<file path="config.mk">
export PLATFORM = sky130hd
export DESIGN_NAME = pi_feedforward_antiwindup_controller
export DESIGN_NICKNAME = d
export VERILOG_FILES = /design/src/rtl/core/pfc_pkg.sv /design/src/rtl/core/pi_feedforward_antiwindup_controller.sv
export SDC_FILE = /design/constraint.sdc
export NUM_CORES = 1
export LEC_CHECK = 0
export ABC_AREA = 1
export BUFFER_PORTS_ARGS = -buffer_cell sky130_fd_sc_hd__buf_4
export CORE_AREA = 4 4 249 251
export CTS_CLUSTER_SIZE = 28
export DETAILED_ROUTE_END_ITERATION = 10
export DIE_AREA = 0 0 253 255
export PLACE_DENSITY = 0.74
export RECOVER_POWER = 25
export SYNTH_ARGS = -nofsm -noshare
export SYNTH_HDL_FRONTEND = slang
export SYNTH_SLANG_ARGS = --single-unit
</file>
<file path="constraint.sdc">
create_clock -name aclk -period 9.8 [get_ports aclk]
set_input_delay 0.49 -clock aclk [delete_from_list [all_inputs] [get_ports aclk]]
set_output_delay 0.49 -clock aclk [all_outputs]
set_load 0.03 [all_outputs]
</file>
<file path="src/rtl/core/pfc_pkg.sv">
// package: widths, register indexes, reset values and microcode for the pi controller
`timescale 1ns / 1ps
package pfc_pkg;

    localparam int LUX_W           = 14;
    localparam int GAIN_W          = 16;
    localparam int DB_W            = 14;
    localparam int DUTY_W          = 8;
    localparam int FF_W            = 10;
    localparam int ACC_W           = 32;
    localparam int ACC_FRAC_DEF    = 12;
    localparam int PROD_FRAC       = 12;
    localparam int IN_TDATA_W      = ((3 * LUX_W + 7) / 8) * 8;
    localparam int OUT_TDATA_W     = DUTY_W;
    localparam int OUT_TUSER_W     = 3;
    localparam int CFG_IDX_W       = 3;
    localparam int CFG_DATA_W      = 16;
    localparam int NUM_W           = LUX_W - 4 + PROD_FRAC;
    localparam int CNT_W           = $clog2(NUM_W);
    localparam int DUTY_MAX        = 255;
    localparam int FF_MAX          = 1023;

    localparam logic [CFG_IDX_W-1:0] CFG_MODE       = 3'd0;
    localparam logic [CFG_IDX_W-1:0] CFG_PROP_GAIN  = 3'd1;
    localparam logic [CFG_IDX_W-1:0] CFG_INTEG_GAIN = 3'd2;
    localparam logic [CFG_IDX_W-1:0] CFG_PLANT_GAIN = 3'd3;
    localparam logic [CFG_IDX_W-1:0] CFG_DEAD_BAND  = 3'd4;

    localparam logic [GAIN_W-1:0] PROP_GAIN_RST  = 16'd256;
    localparam logic [GAIN_W-1:0] INTEG_GAIN_RST = 16'd0;
    localparam logic [GAIN_W-1:0] PLANT_GAIN_RST = 16'd4096;
    localparam logic [DB_W-1:0]   DEAD_BAND_RST  = 14'd16;

    typedef enum logic [3:0] {
        OP_ERR,
        OP_DIV,
        OP_FF,
        OP_MULP,
        OP_UP,
        OP_MULI,
        OP_UI,
        OP_SUM1,
        OP_SUM2,
        OP_CMP,
        OP_BASE,
        OP_BACK,
        OP_WRITE
    } op_t;

    localparam int UC_DEPTH = 13;
    localparam int UC_AW    = $clog2(UC_DEPTH);

    localparam logic [UC_AW-1:0] UC_DIV_ADDR = UC_AW'(1);

    typedef struct packed {
        op_t              op;
        logic             loop;
        logic             last;
        logic [UC_AW-1:0] target;
    } ucode_t;

    function automatic ucode_t uc_rom(input logic [UC_AW-1:0] addr);
        ucode_t w;
        w = '{op: OP_WRITE, loop: 1'b0, last: 1'b0, target: '0};
        unique case (addr)
            UC_AW'(0):  w.op = OP_ERR;
            UC_AW'(1): begin
                w.op     = OP_DIV;
                w.loop   = 1'b1;
                w.target = UC_DIV_ADDR;
            end
            UC_AW'(2):  w.op = OP_FF;
            UC_AW'(3):  w.op = OP_MULP;
            UC_AW'(4):  w.op = OP_UP;
            UC_AW'(5):  w.op = OP_MULI;
            UC_AW'(6):  w.op = OP_UI;
            UC_AW'(7):  w.op = OP_SUM1;
            UC_AW'(8):  w.op = OP_SUM2;
            UC_AW'(9):  w.op = OP_CMP;
            UC_AW'(10): w.op = OP_BASE;
            UC_AW'(11): w.op = OP_BACK;
            default: begin
                w.op   = OP_WRITE;
                w.last = 1'b1;
            end
        endcase
        return w;
    endfunction

endpackage

</file>
<file path="src/rtl/core/pi_feedforward_antiwindup_controller.sv">
// pi light controller with feedforward and anti-windup, microcoded datapath
// an item runs through the microcode from input accept to m_tvalid, and the write step waits on m_tready
// while the previous result is still held; the 22-step serial divider loop of the
// feedforward takes most of the run, the remaining microcode steps run once each
// a new item is accepted while the previous result still waits in the output register
// reset (aresetn low, synchronous): registers to defaults, integral to zero, no item held
`timescale 1ns / 1ps
module pi_feedforward_antiwindup_controller #(
    parameter int ACC_FRAC_BITS = pfc_pkg::ACC_FRAC_DEF
) (
    input  logic                              aclk,
    input  logic                              aresetn,
    input  logic                              s_tvalid,
    output logic                              s_tready,
    // reference_lux [13:0], measured_lux [27:14], simulated_lux [41:28], zero fill
    input  logic [pfc_pkg::IN_TDATA_W-1:0]    s_tdata,
    output logic                              m_tvalid,
    input  logic                              m_tready,
    // duty [7:0]
    output logic [pfc_pkg::OUT_TDATA_W-1:0]   m_tdata,
    // clamped_high [0], clamped_low [1], integral_held [2]
    output logic [pfc_pkg::OUT_TUSER_W-1:0]   m_tuser,
    input  logic                              cfg_valid,
    output logic                              cfg_ready,
    input  logic [pfc_pkg::CFG_IDX_W-1:0]     cfg_index,
    input  logic [pfc_pkg::CFG_DATA_W-1:0]    cfg_data
);
    import pfc_pkg::*;

    localparam int SW  = ((ACC_FRAC_BITS > PROD_FRAC) ? ACC_FRAC_BITS : PROD_FRAC) + 26;
    localparam int PW  = GAIN_W + 1 + LUX_W + 1;
    localparam int SHL = (ACC_FRAC_BITS >= PROD_FRAC) ? ACC_FRAC_BITS - PROD_FRAC : 0;
    localparam int SHR = (ACC_FRAC_BITS < PROD_FRAC) ? PROD_FRAC - ACC_FRAC_BITS : 0;
    localparam logic signed [SW-1:0] TOP     = SW'(DUTY_MAX) <<< ACC_FRAC_BITS;
    localparam logic signed [SW-1:0] I32_MAX = SW'({1'b0, {(ACC_W-1){1'b1}}});
    localparam logic signed [SW-1:0] I32_MIN = -I32_MAX - SW'(1);

    // configuration
    logic              mode_reg;
    logic [GAIN_W-1:0] prop_gain_reg;
    logic [GAIN_W-1:0] integ_gain_reg;
    logic [GAIN_W-1:0] plant_gain_reg;
    logic [DB_W-1:0]   dead_band_reg;

    // sequencer
    logic             busy_reg, busy_next;
    logic [UC_AW-1:0] pc_reg, pc_next;
    logic             m_valid_reg, m_valid_next;
    ucode_t           uc;
    logic             out_free;
    logic             exec;

    // datapath
    logic [LUX_W-1:0]         ref_reg, meas_reg, sim_reg;
    logic signed [LUX_W:0]    e_ref_reg, e_pi_reg;
    logic [GAIN_W-1:0]        rem_reg;
    logic [NUM_W-1:0]         dq_reg;
    logic [CNT_W-1:0]         cnt_reg;
    logic signed [PW-1:0]     prod_reg;
    logic signed [SW-1:0]     up_reg, ui_reg, ff_reg, acc_reg, base_reg;
    logic                     hi_reg, lo_reg;
    logic signed [ACC_W-1:0]  integ_reg;
    logic [DUTY_W-1:0]        duty_reg;
    logic [OUT_TUSER_W-1:0]   flags_reg;

    logic signed [GAIN_W:0]   gain_op;
    logic signed [PW-1:0]     mul_res;
    logic signed [SW-1:0]     prod_acc;
    logic [GAIN_W:0]          trial;
    logic                     trial_ge;
    logic [GAIN_W:0]          trial_diff;
    logic [FF_W-1:0]          ff_q;
    logic [LUX_W-1:0]         e_mag;
    logic                     held;
    logic signed [ACC_W-1:0]  ui_sat;

    assign cfg_ready = 1'b1;
    assign s_tready  = !busy_reg;
    assign m_tvalid  = m_valid_reg;
    assign m_tdata   = duty_reg;
    assign m_tuser   = flags_reg;

    assign uc       = uc_rom(pc_reg);
    assign out_free = !m_valid_reg || m_tready;
    assign exec     = busy_reg && (uc.op != OP_WRITE || out_free);

    always_ff @(posedge aclk) begin
        if (!aresetn) begin
            mode_reg       <= 1'b0;
            prop_gain_reg  <= PROP_GAIN_RST;
            integ_gain_reg <= INTEG_GAIN_RST;
            plant_gain_reg <= PLANT_GAIN_RST;
            dead_band_reg  <= DEAD_BAND_RST;
        end else if (cfg_valid) begin
            unique case (cfg_index)
                CFG_MODE:       mode_reg       <= cfg_data[0];
                CFG_PROP_GAIN:  prop_gain_reg  <= cfg_data;
                CFG_INTEG_GAIN: integ_gain_reg <= cfg_data;
                CFG_PLANT_GAIN: plant_gain_reg <= cfg_data;
                CFG_DEAD_BAND:  dead_band_reg  <= cfg_data[DB_W-1:0];
                default: ;
            endcase
        end
    end

    always_comb begin
        busy_next    = busy_reg;
        pc_next      = pc_reg;
        m_valid_next = m_valid_reg && !m_tready;
        if (!busy_reg) begin
            if (s_tvalid) begin
                busy_next = 1'b1;
                pc_next   = '0;
            end
        end else if (exec) begin
            if (uc.op == OP_WRITE) begin
                m_valid_next = 1'b1;
            end
            if (uc.loop && cnt_reg != '0) begin
                pc_next = uc.target;
            end else if (uc.last) begin
                busy_next = 1'b0;
            end else begin
                pc_next = pc_reg + UC_AW'(1);
            end
        end
    end

    always_ff @(posedge aclk) begin
        if (!aresetn) begin
            busy_reg    <= 1'b0;
            pc_reg      <= '0;
            m_valid_reg <= 1'b0;
        end else begin
            busy_reg    <= busy_next;
            pc_reg      <= pc_next;
            m_valid_reg <= m_valid_next;
        end
    end

    assign gain_op  = $signed({1'b0, (uc.op == OP_MULI) ? integ_gain_reg : prop_gain_reg});
    assign mul_res  = gain_op * e_pi_reg;
    assign prod_acc = (SW'(prod_reg) <<< SHL) >>> SHR;

    assign trial      = {rem_reg, dq_reg[NUM_W-1]};
    assign trial_ge   = trial >= {1'b0, plant_gain_reg};
    assign trial_diff = trial - {1'b0, plant_gain_reg};
    assign ff_q       = (|dq_reg[NUM_W-1:FF_W]) ? FF_W'(FF_MAX) : dq_reg[FF_W-1:0];

    assign e_mag  = e_ref_reg[LUX_W] ? LUX_W'(-e_ref_reg) : LUX_W'(e_ref_reg);
    assign held   = e_mag < dead_band_reg;
    assign ui_sat = (ui_reg > I32_MAX) ? I32_MAX[ACC_W-1:0] :
                    (ui_reg < I32_MIN) ? I32_MIN[ACC_W-1:0] : ui_reg[ACC_W-1:0];

    always_ff @(posedge aclk) begin
        if (!aresetn) begin
            integ_reg <= '0;
        end else if (exec && uc.op == OP_WRITE && !held) begin
            integ_reg <= ui_sat;
        end
    end

    always_ff @(posedge aclk) begin
        if (s_tvalid && s_tready) begin
            ref_reg  <= s_tdata[LUX_W-1:0];
            meas_reg <= s_tdata[2*LUX_W-1:LUX_W];
            sim_reg  <= s_tdata[3*LUX_W-1:2*LUX_W];
        end
        if (exec) begin
            unique case (uc.op)
                OP_ERR: begin
                    e_ref_reg <= $signed({1'b0, ref_reg}) - $signed({1'b0, meas_reg});
                    e_pi_reg  <= mode_reg ? $signed({1'b0, sim_reg}) - $signed({1'b0, meas_reg})
                                          : $signed({1'b0, ref_reg}) - $signed({1'b0, meas_reg});
                    rem_reg   <= '0;
                    dq_reg    <= {ref_reg[LUX_W-1:4], {PROD_FRAC{1'b0}}};
                    cnt_reg   <= CNT_W'(NUM_W - 1);
                end
                OP_DIV: begin
                    rem_reg <= trial_ge ? trial_diff[GAIN_W-1:0] : trial[GAIN_W-1:0];
                    dq_reg  <= {dq_reg[NUM_W-2:0], trial_ge};
                    cnt_reg <= cnt_reg - CNT_W'(1);
                end
                OP_FF:   ff_reg   <= mode_reg ? (SW'(ff_q) <<< ACC_FRAC_BITS) : '0;
                OP_MULP: prod_reg <= mul_res;
                OP_UP:   up_reg   <= prod_acc;
                OP_MULI: prod_reg <= mul_res;
                OP_UI:   ui_reg   <= SW'(integ_reg) + prod_acc;
                OP_SUM1: acc_reg  <= up_reg + ui_reg;
                OP_SUM2: acc_reg  <= acc_reg + ff_reg;
                OP_CMP: begin
                    hi_reg <= acc_reg > TOP;
                    lo_reg <= acc_reg < 0;
                end
                OP_BASE: base_reg <= (hi_reg ? TOP : '0) - ff_reg;
                OP_BACK: begin
                    if (hi_reg || lo_reg) begin
                        ui_reg  <= base_reg - up_reg;
                        acc_reg <= hi_reg ? TOP : '0;
                    end
                end
                OP_WRITE: begin
                    duty_reg  <= acc_reg[ACC_FRAC_BITS +: DUTY_W];
                    flags_reg <= {held, lo_reg, hi_reg};
                end
                default: ;
            endcase
        end
    end

    a_clamp_exclusive: assert property (@(posedge aclk) disable iff (!aresetn)
        m_valid_reg |-> !(flags_reg[0] && flags_reg[1]))
        else $error("clamped high and low together");

    a_clamp_duty: assert property (@(posedge aclk) disable iff (!aresetn)
        (m_valid_reg && flags_reg[0]) |-> duty_reg == DUTY_W'(DUTY_MAX))
        else $error("clamped high without full duty");

    a_low_duty: assert property (@(posedge aclk) disable iff (!aresetn)
        (m_valid_reg && flags_reg[1]) |-> duty_reg == '0)
        else $error("clamped low without zero duty");

    a_integ_write: assert property (@(posedge aclk) disable iff (!aresetn)
        !$stable(integ_reg) |-> $past(exec && uc.op == OP_WRITE && !held))
        else $error("integral changed outside its write step");

    a_result_source: assert property (@(posedge aclk) disable iff (!aresetn)
        $rose(m_valid_reg) |-> $past(busy_reg && uc.op == OP_WRITE))
        else $error("result raised outside the write step");

endmodule
</file>
==> run summary, run 1 <==
FINISH
--------------------------------------------------------------------------------------------------------
Area added between synthesis and finish ...................................................        7.81%
Fraction of layout cells with a size suffix above 1 .......................................       0.0512
Antenna diode count .......................................................................            0
Final-stage net count .....................................................................         5061

STA
--------------------------------------------------------------------------------------------------------
Total count of hold-check failures in the final report ....................................            0
Max Transition Viols Final ................................................................           96
Period Utilization, post-route ............................................................        0.771
Unrepaired setup endpoints after global routing ...........................................        false
Setup TNS .................................................................................         0 ns
Fmax ......................................................................................      132 MHz
Worst setup skew after layout .............................................................    0.0290 ns
Minimum clock period ......................................................................      7.56 ns
Total setup violations reported at the end of the flow ....................................            0
Slew at the pin with the worst max-slew slack .............................................      4.08 ns
Headroom to the max-slew limit ............................................................        -1.72

MIN PATH
--------------------------------------------------------------------------------------------------------
Hold Path Depth ...........................................................................            1
Tightest Hold Check Type ..................................................................    in -> reg

CLOCK TREE
--------------------------------------------------------------------------------------------------------
Clock latency at the later pin of the worst-skew pair .....................................      0.60 ns
Setup fix buffers added after clock tree synthesis ........................................            0
Gates resized, CTS repair .................................................................            0
Clock tree from TritonCTS .................................................................          yes
Number of levels in the clock H-tree ......................................................            2
Inserted Clock Buffers ....................................................................           45
Clock sink count ..........................................................................          398
Post-CTS clock slew at the launch and capture registers of the worst setup and hold paths .      0.06 ns
Maximum clock path buffer count ...........................................................            3
CTS Root Cell ............................................................................. sky130_fd_sc_hd__clkbuf_16
CTS hold repair buffers ...................................................................            0

ROUTING
--------------------------------------------------------------------------------------------------------
Detailed Routing Iterations Pass 1 ........................................................            6
Antenna Nets Post-Route ...................................................................            0
Detailed-route wire length ................................................................      95.9 mm
Routed via count ..........................................................................        29.7k
First DRT Iteration DRCs ..................................................................         2696
Average detailed-routed wire length per instance ..........................................      18.0 um
Average via count per standard cell .......................................................         5.58
Number of design rule violations left after detail routing ................................            0

DIE
--------------------------------------------------------------------------------------------------------
Initial core utilization ..................................................................        0.572
DIE HEIGHT ................................................................................       255 um
Die area ..................................................................................   64500 um^2
Core area .................................................................................   59900 um^2
I/O pins ..................................................................................           86
Row count .................................................................................           90
Die width .................................................................................       253 um

YOSYS
--------------------------------------------------------------------------------------------------------
Count of warnings emitted by yosys ........................................................            0
Top-count cell post-synth ................................................................. sky130_fd_sc_hd__nand2_1
Xor/xnor share of the synthesized area ....................................................       0.0250
Primary FF master, synth .................................................................. sky130_fd_sc_hd__edfxtp_1
Nets in the synthesized netlist ...........................................................         5008
Share of the synthesized area in the top cell type ........................................        0.260
Top post-synthesis cells by count ......................................................... sky130_fd_sc_hd__nand2_1, sky130_fd_sc_hd__inv_1, sky130_fd_sc_hd__nor2_1, sky130_fd_sc_hd__a21oi_1, sky130_fd_sc_hd__edfxtp_1
Adder-cell area share of the yosys netlist ................................................        0.216
Biggest area consumer among synthesized cells ............................................. sky130_fd_sc_hd__edfxtp_1
Largest family of logic cells by synthesized area ......................................... simple AND/OR/NAND/NOR gates
Cells taking the most area after synthesis ................................................ sky130_fd_sc_hd__edfxtp_1, sky130_fd_sc_hd__nand2_1, sky130_fd_sc_hd__fa_1
Simple-gate share of the synthesized area .................................................        0.241
Share of flip-flops with an asynchronous set or reset after synthesis .....................            0
Mean area per synthesized cell ............................................................    7.69 um^2
Cell variety after synth ..................................................................           51
Synthesized area ..........................................................................   34300 um^2
Number of instances in the synthesized netlist ............................................         4458
Yosys reg bits ............................................................................          398
Sequential share of the synthesized area ..................................................        0.319
Compound-Gate Fraction of Synth Area ......................................................        0.105
Mux contribution to synthesized area ......................................................            0
EDFF count, synth .........................................................................          297

GRT
--------------------------------------------------------------------------------------------------------
Number of global-route vias before repair .................................................        28.6k
GRT overflow ..............................................................................            0
Largest net degree at the start of global routing .........................................           96
First-pass GRT wire length ................................................................       151 mm
Number of antenna violations at the first check in global routing .........................            0
Global routing usage summed across all routing layers .....................................        0.295

CRITICAL PATH
--------------------------------------------------------------------------------------------------------
R2r endpoint .............................................................................. prod_reg[31]
Top fanout value on the critical path .....................................................           24
End point of the critical path ............................................................ prod_reg[31]
Reg-to-reg setup timing slack .............................................................      2.24 ns
CP max stage delay ........................................................................      0.62 ns
Startpoint of the most critical setup path ................................................    pc_reg[0]
Crit path DAT .............................................................................      7.89 ns
Type of the worst setup path ..............................................................   reg -> reg
Cell depth of the worst flop-to-flop path .................................................           28
CP required ...............................................................................     10.13 ns
Critical path capture point type ..........................................................     register
Launching element type of the critical path ...............................................     register
Startpoint of the most critical register-to-register path .................................    pc_reg[0]
CP most frequent cell ..................................................................... sky130_fd_sc_hd__fa_1
Slowest library cell on the worst path .................................................... sky130_fd_sc_hd__fa_1

POWER AND IR DROP
--------------------------------------------------------------------------------------------------------
Power per cell area .......................................................................  134 nW/um^2
Peak supply drop ..........................................................................     0.152 mV
Leak pwr ..................................................................................    0.0176 uW
Tot Pwr ...................................................................................      4960 uW

RUN STATUS
--------------------------------------------------------------------------------------------------------
Violations in the final reports ........................................................... capacitance limit, slew limit
Run status ................................................................................ finished with violations

JOB
--------------------------------------------------------------------------------------------------------
Max-cap violations ........................................................................            1

PLACEMENT
--------------------------------------------------------------------------------------------------------
IO buf count ..............................................................................           78
Half-perimeter wire length after detailed placement .......................................      76.6 mm
GP Congestion .............................................................................         1.01

## stage by stage
stage	setup slack, ns	cell area (um^2)	hold WS, ns	std cells	utilization
detailed placement	2.36	35600	0.450	5246	0.594
CTS	2.32	37000	0.0389	5329	0.618
global placement	2.41	35600	0.440	5246	0.594
finish	2.24	36900	0.0921	5329	0.617
floorplan	3.42	34300	0.421	4458	-
global route	1.86	36900	0.0630	5329	0.617
## power by group
part           switching, uW  internal, uW  total [uW]
registers               48.3          1900        1950
logic                    878           495        1370
clock network            710           935        1650
## layout make-up
| type | instances | area, um^2 |
|---|---|---|
| multi-input cells | 3223 | 20100 |
| clock inverters | 11 | 101 |
| clock buffers | 72 | 1320 |
| well taps | 782 | 978 |
| flip-flops and latches | 398 | 10900 |
| inverters | 753 | 2840 |
| fillers | 5467 | 23000 |
| repair buffers | 90 | 616 |
## worst max-delay path, delay by kind of cell (launching register included)
kind,cells,cell delay [ns]
adder cells (fa/ha/maj),8,3.66
AND/OR/NAND/NOR,11,1.53
AO/OA/AOI/OAI,2,0.89
buffers and inverters,7,0.83
flip-flops,1,0.40
## per-layer routing
layer / vias up / GRT usage / part of all wire
met4: 0 / 0.131 / 0.051
li1: 14512 / - / -
met5: - / 0 / 0
met2: 1123 / 0.505 / 0.47
met3: 246 / 0.0441 / 0.066
met1: 13859 / 0.375 / 0.41
## kinds of logic (layout without fill, tap and decap cells)
logic type,Yosys count,in the layout
adder cells (fa/ha/maj),478,478
buffers and inverters,837,926
XOR/XNOR,98,98
AO/OA/AOI/OAI,652,652
AND/OR/NAND/NOR,1994,1994
other,1,1
flip-flops,398,398
## cells in the final DEF (no fill, tap or decap), types with 15 or more instances in the layout
| master | n |
|---|---|
| sky130_fd_sc_hd__xor2_1 | 58 |
| sky130_fd_sc_hd__nand3b_1 | 27 |
| sky130_fd_sc_hd__nor2_2 | 19 |
| sky130_fd_sc_hd__o21bai_1 | 24 |
| sky130_fd_sc_hd__buf_4 | 32 |
| sky130_fd_sc_hd__dfxtp_1 | 101 |
| sky130_fd_sc_hd__inv_1 | 729 |
| sky130_fd_sc_hd__inv_2 | 15 |
| sky130_fd_sc_hd__nor3_1 | 50 |
| sky130_fd_sc_hd__ha_1 | 290 |
| sky130_fd_sc_hd__edfxtp_1 | 297 |
| sky130_fd_sc_hd__nand2_1 | 1037 |
| sky130_fd_sc_hd__nor2_1 | 526 |
| sky130_fd_sc_hd__a21oi_1 | 317 |
| sky130_fd_sc_hd__nand4_1 | 37 |
| sky130_fd_sc_hd__clkbuf_1 | 32 |
| sky130_fd_sc_hd__nand3_1 | 237 |
| sky130_fd_sc_hd__o21ai_0 | 239 |
| sky130_fd_sc_hd__clkbuf_4 | 42 |
| sky130_fd_sc_hd__fa_1 | 188 |
| sky130_fd_sc_hd__clkbuf_16 | 46 |
| sky130_fd_sc_hd__nor4_1 | 18 |
| sky130_fd_sc_hd__xnor2_1 | 40 |
| sky130_fd_sc_hd__or2_2 | 22 |
## how the worst min path moves through the flow
stage	startpoint	slack [ns]	end
4_1_cts	s_tdata[4]	0.04	ref_reg[4]
3_5_place_dp	prop_gain_reg[8]	0.45	prop_gain_reg[8]
3_3_place_gp	prop_gain_reg[8]	0.44	prop_gain_reg[8]
6_report	s_tdata[4]	0.09	ref_reg[4]
2_1_floorplan	prop_gain_reg[8]	0.42	prop_gain_reg[8]
5_1_grt	s_tdata[9]	0.06	ref_reg[9]
(Power assumes the default switching activity.)
==> run 2, diff against run 1 <==
--- a/config.mk
+++ b/config.mk
@@ -11,7 +11,7 @@
 export CTS_CLUSTER_SIZE = 28
 export DETAILED_ROUTE_END_ITERATION = 10
 export DIE_AREA = 0 0 253 255
-export PLACE_DENSITY = 0.74
+export PLACE_DENSITY = 0.77
 export RECOVER_POWER = 25
 export SYNTH_ARGS = -nofsm -noshare
 export SYNTH_HDL_FRONTEND = slang
==> constraint.sdc (replaced) <==
create_clock -name aclk -period 6.2 [get_ports aclk]
set_input_delay 0.31 -clock aclk [delete_from_list [all_inputs] [get_ports aclk]]
set_output_delay 0.31 -clock aclk [all_outputs]
set_load 0.03 [all_outputs]
==> run summary, run 2 (same netlist as run 1, synthesis figures left out) <==
RUN STATUS
--------------------------------------------------------------------------------------------------------
Run status ................................................................................ finished with violations   unchanged
Violations in the final reports ........................................................... capacitance limit, slew limit, setup timing   was capacitance limit, slew limit

JOB
--------------------------------------------------------------------------------------------------------
Max-cap violations ........................................................................            3   was 1

ROUTING
--------------------------------------------------------------------------------------------------------
Antenna Nets Post-Route ...................................................................            0   unchanged
Routed via count ..........................................................................        31.2k   was 29.7k
First DRT Iteration DRCs ..................................................................         2632   was 2696
Number of design rule violations left after detail routing ................................            0   unchanged
Detailed Routing Iterations Pass 1 ........................................................            6   unchanged
Average via count per standard cell .......................................................         5.58   about the same
Average detailed-routed wire length per instance ..........................................      18.8 um   was 18.0 um
Detailed-route wire length ................................................................       105 mm   was 95.9 mm

CLOCK TREE
--------------------------------------------------------------------------------------------------------
Maximum clock path buffer count ...........................................................            3   unchanged
Clock latency at the later pin of the worst-skew pair .....................................      0.60 ns   about the same
Clock tree from TritonCTS .................................................................          yes   unchanged
Post-CTS clock slew at the launch and capture registers of the worst setup and hold paths .      0.06 ns   about the same
Clock sink count ..........................................................................          398   unchanged
CTS Root Cell ............................................................................. sky130_fd_sc_hd__clkbuf_16   unchanged
Inserted Clock Buffers ....................................................................           46   was 45
Number of levels in the clock H-tree ......................................................            2   unchanged

CRITICAL PATH
--------------------------------------------------------------------------------------------------------
CP max stage delay ........................................................................      0.56 ns   was 0.62 ns
Top fanout value on the critical path .....................................................            5   was 24
Slowest library cell on the worst path .................................................... sky130_fd_sc_hd__fa_1   unchanged
CP required ...............................................................................      6.55 ns   was 10.13 ns
Cell depth of the worst flop-to-flop path .................................................           31   was 28
Crit path DAT .............................................................................      6.83 ns   was 7.89 ns
Reg-to-reg setup timing slack .............................................................     -0.28 ns   was 2.24 ns
Type of the worst setup path ..............................................................   reg -> reg   unchanged
R2r endpoint .............................................................................. prod_reg[23]   was prod_reg[31]
Startpoint of the most critical register-to-register path .................................    pc_reg[0]   unchanged
CP most frequent cell ..................................................................... sky130_fd_sc_hd__fa_1   unchanged
Launching element type of the critical path ...............................................     register   unchanged
Critical path capture point type ..........................................................     register   unchanged

PLACEMENT
--------------------------------------------------------------------------------------------------------
GP Congestion .............................................................................         1.01   about the same
IO buf count ..............................................................................           78   unchanged
Half-perimeter wire length after detailed placement .......................................      81.4 mm   was 76.6 mm
Post-DP Area ..............................................................................   36900 um^2   was 35600 um^2
# placed instances ........................................................................         5406   was 5246

GRT
--------------------------------------------------------------------------------------------------------
Met3 usage ................................................................................       0.0390   was 0.0441
Global routing usage on met1 ..............................................................        0.397   was 0.375
GRT overflow ..............................................................................            0   unchanged
Busiest metal layer after global routing ..................................................         met2   unchanged
First-pass GRT wire length ................................................................       164 mm   was 151 mm
Number of antenna violations at the first check in global routing .........................            0   unchanged
Grt met2 use ..............................................................................        0.558   was 0.505
Number of global-route vias before repair .................................................        31.1k   was 28.6k
Largest net degree at the start of global routing .........................................           96   unchanged
Global routing usage summed across all routing layers .....................................        0.323   was 0.295

FINISH
--------------------------------------------------------------------------------------------------------
Fraction of layout cells with a size suffix above 1 .......................................        0.130   was 0.0512
Area used by multi-input combinational logic ..............................................   21100 um^2   was 20100 um^2
Sequential Area ...........................................................................   10900 um^2   about the same
Antenna diode count .......................................................................            0   unchanged
Area added between synthesis and finish ...................................................        17.9%   was 7.81%
Leading cell type in the layout, fill and taps excluded ................................... sky130_fd_sc_hd__nand2_1   unchanged
Number of fillers in the final layout .....................................................         4943   was 5467
Final cell count without fillers ..........................................................         5590   was 5329
Final design instance area without fill ...................................................   40400 um^2   was 36900 um^2
Commonest cells after routing, fill and taps aside ........................................ sky130_fd_sc_hd__nand2_1, sky130_fd_sc_hd__inv_1, sky130_fd_sc_hd__nor2_1   unchanged
Final-stage net count .....................................................................         5320   was 5061

MIN PATH
--------------------------------------------------------------------------------------------------------
Endpoint, Worst Hold ...................................................................... integ_gain_reg[7]   was ref_reg[4]
Hold Path Depth ...........................................................................            3   was 1
Startpoint of the worst hold path .........................................................  cfg_data[7]   was s_tdata[4]
Tightest Hold Check Type ..................................................................    in -> reg   unchanged

STA
--------------------------------------------------------------------------------------------------------
Total setup violations reported at the end of the flow ....................................           19   was 0
Total count of hold-check failures in the final report ....................................            0   unchanged
Period Utilization, post-route ............................................................         1.05   was 0.771
Unrepaired setup endpoints after global routing ...........................................         true   was false
Fmax ......................................................................................      154 MHz   was 132 MHz
Fin Hold WS ...............................................................................   0.00628 ns   was 0.0921 ns
Worst Setup Slack, final ..................................................................    -0.283 ns   was 2.24 ns
Headroom to the max-slew limit ............................................................        -1.56   was -1.72
Max Transition Viols Final ................................................................          164   was 96
Slew at the pin with the worst max-slew slack .............................................      3.84 ns   was 4.08 ns
Minimum clock period ......................................................................      6.48 ns   was 7.56 ns
Worst setup skew after layout .............................................................    0.0120 ns   was 0.0290 ns

POWER AND IR DROP
--------------------------------------------------------------------------------------------------------
Power per cell area .......................................................................  238 nW/um^2   was 134 nW/um^2
Leak pwr ..................................................................................    0.0190 uW   was 0.0176 uW
Peak supply drop ..........................................................................     0.322 mV   was 0.152 mV

DIE
--------------------------------------------------------------------------------------------------------
Core area .................................................................................   59900 um^2   unchanged
Row count .................................................................................           90   unchanged
Initial core utilization ..................................................................        0.572   unchanged
Die area ..................................................................................   64500 um^2   unchanged
I/O pins ..................................................................................           86   unchanged
DIE HEIGHT ................................................................................       255 um   unchanged
Die width .................................................................................       253 um   unchanged

run 2: cell types whose count changed in the layout (fill, tap and decap cells not counted), sizes merged:
cell | before | now
bufinv | 0 | 6
nor2 | 549 | 550
inv | 756 | 753
clkbuf | 130 | 112
clkinvlp | 0 | 1
dlygate4sd3 | 0 | 54
buf | 32 | 233
clkinv | 8 | 27
run 2: repair_timing:
item / CTS / global route
pin swaps: 74 / 74
hold endpoints to repair: 54 / 0
setup endpoints to repair: 22 / 23
hold buffers: 54 / 0
cloned: 3 / 1
gates resized for setup: 165 / 94
setup buffers: 26 / 14
run 2: worst max-delay path by stage:
stage | start | endpoint | slack (ns) | cells past startpoint
floorplan | pc_reg[0] | prod_reg[31] | -0.006 | 31
global placement | pc_reg[1] | prod_reg[27] | -0.44 | 29
detailed placement | pc_reg[1] | prod_reg[27] | -0.60 | 29
CTS | pc_reg[0] | prod_reg[31] | -0.24 | 30
global route | pc_reg[0] | prod_reg[28] | -0.54 | 32
finish | pc_reg[0] | prod_reg[23] | -0.28 | 31
run 2: metal layers:
| metal | vias to the layer above | share of wire |
|---|---|---|
| li1 | 15026 | - |
| met1 | 14552 | 0.39 |
| met2 | 1249 | 0.48 |
| met3 | 349 | 0.064 |
| met4 | 0 | 0.066 |
| met5 | - | 0 |
run 2: metrics by stage:
step | total power (uW) | setup WS [ns] | utilization | setup TNS (ns)
after floorplan | 4750 | -0.00563 | - | -0.00563
after global placement | 5790 | -0.443 | 0.616 | -6.41
after detailed placement | 5830 | -0.596 | 0.616 | -9.32
after CTS | 9230 | -0.240 | 0.667 | -2.60
after global routing | 10100 | -0.540 | 0.675 | -8.76
final | 9600 | -0.283 | 0.675 | -4.40
run 2: critical path, delay by kind of cell (launching register included):
| kind | cells | cell delay, ns |
|---|---|---|
| DFF | 1 | 0.40 |
| adders and majority gates | 8 | 3.50 |
| and+or+nand+nor | 8 | 0.76 |
| xor gates and xnor gates | 1 | 0.13 |
| AOI/OAI and AO/OA | 3 | 0.47 |
| buffers and inverters | 11 | 0.95 |
run 2: layout make-up:
class | count | share of cell area
sequential | 398 | 0.271
timing repair inverter | 2 | 0.000619
inverter | 753 | 0.0710
clock buffer | 54 | 0.0311
multi-input combinational | 3224 | 0.522
timing repair buffer | 345 | 0.0707
clock inverter | 32 | 0.00929
tap | 782 | 0.0242
run 2: report_power, final:
part | leakage (uW) | internal (uW) | switching (uW)
Combinational | 0.0147 | 1580 | 2030
Clock | 0.000804 | 1720 | 1210
Sequential | 0.00357 | 3000 | 67.3
Total | 0.0190 | 6300 | 3300
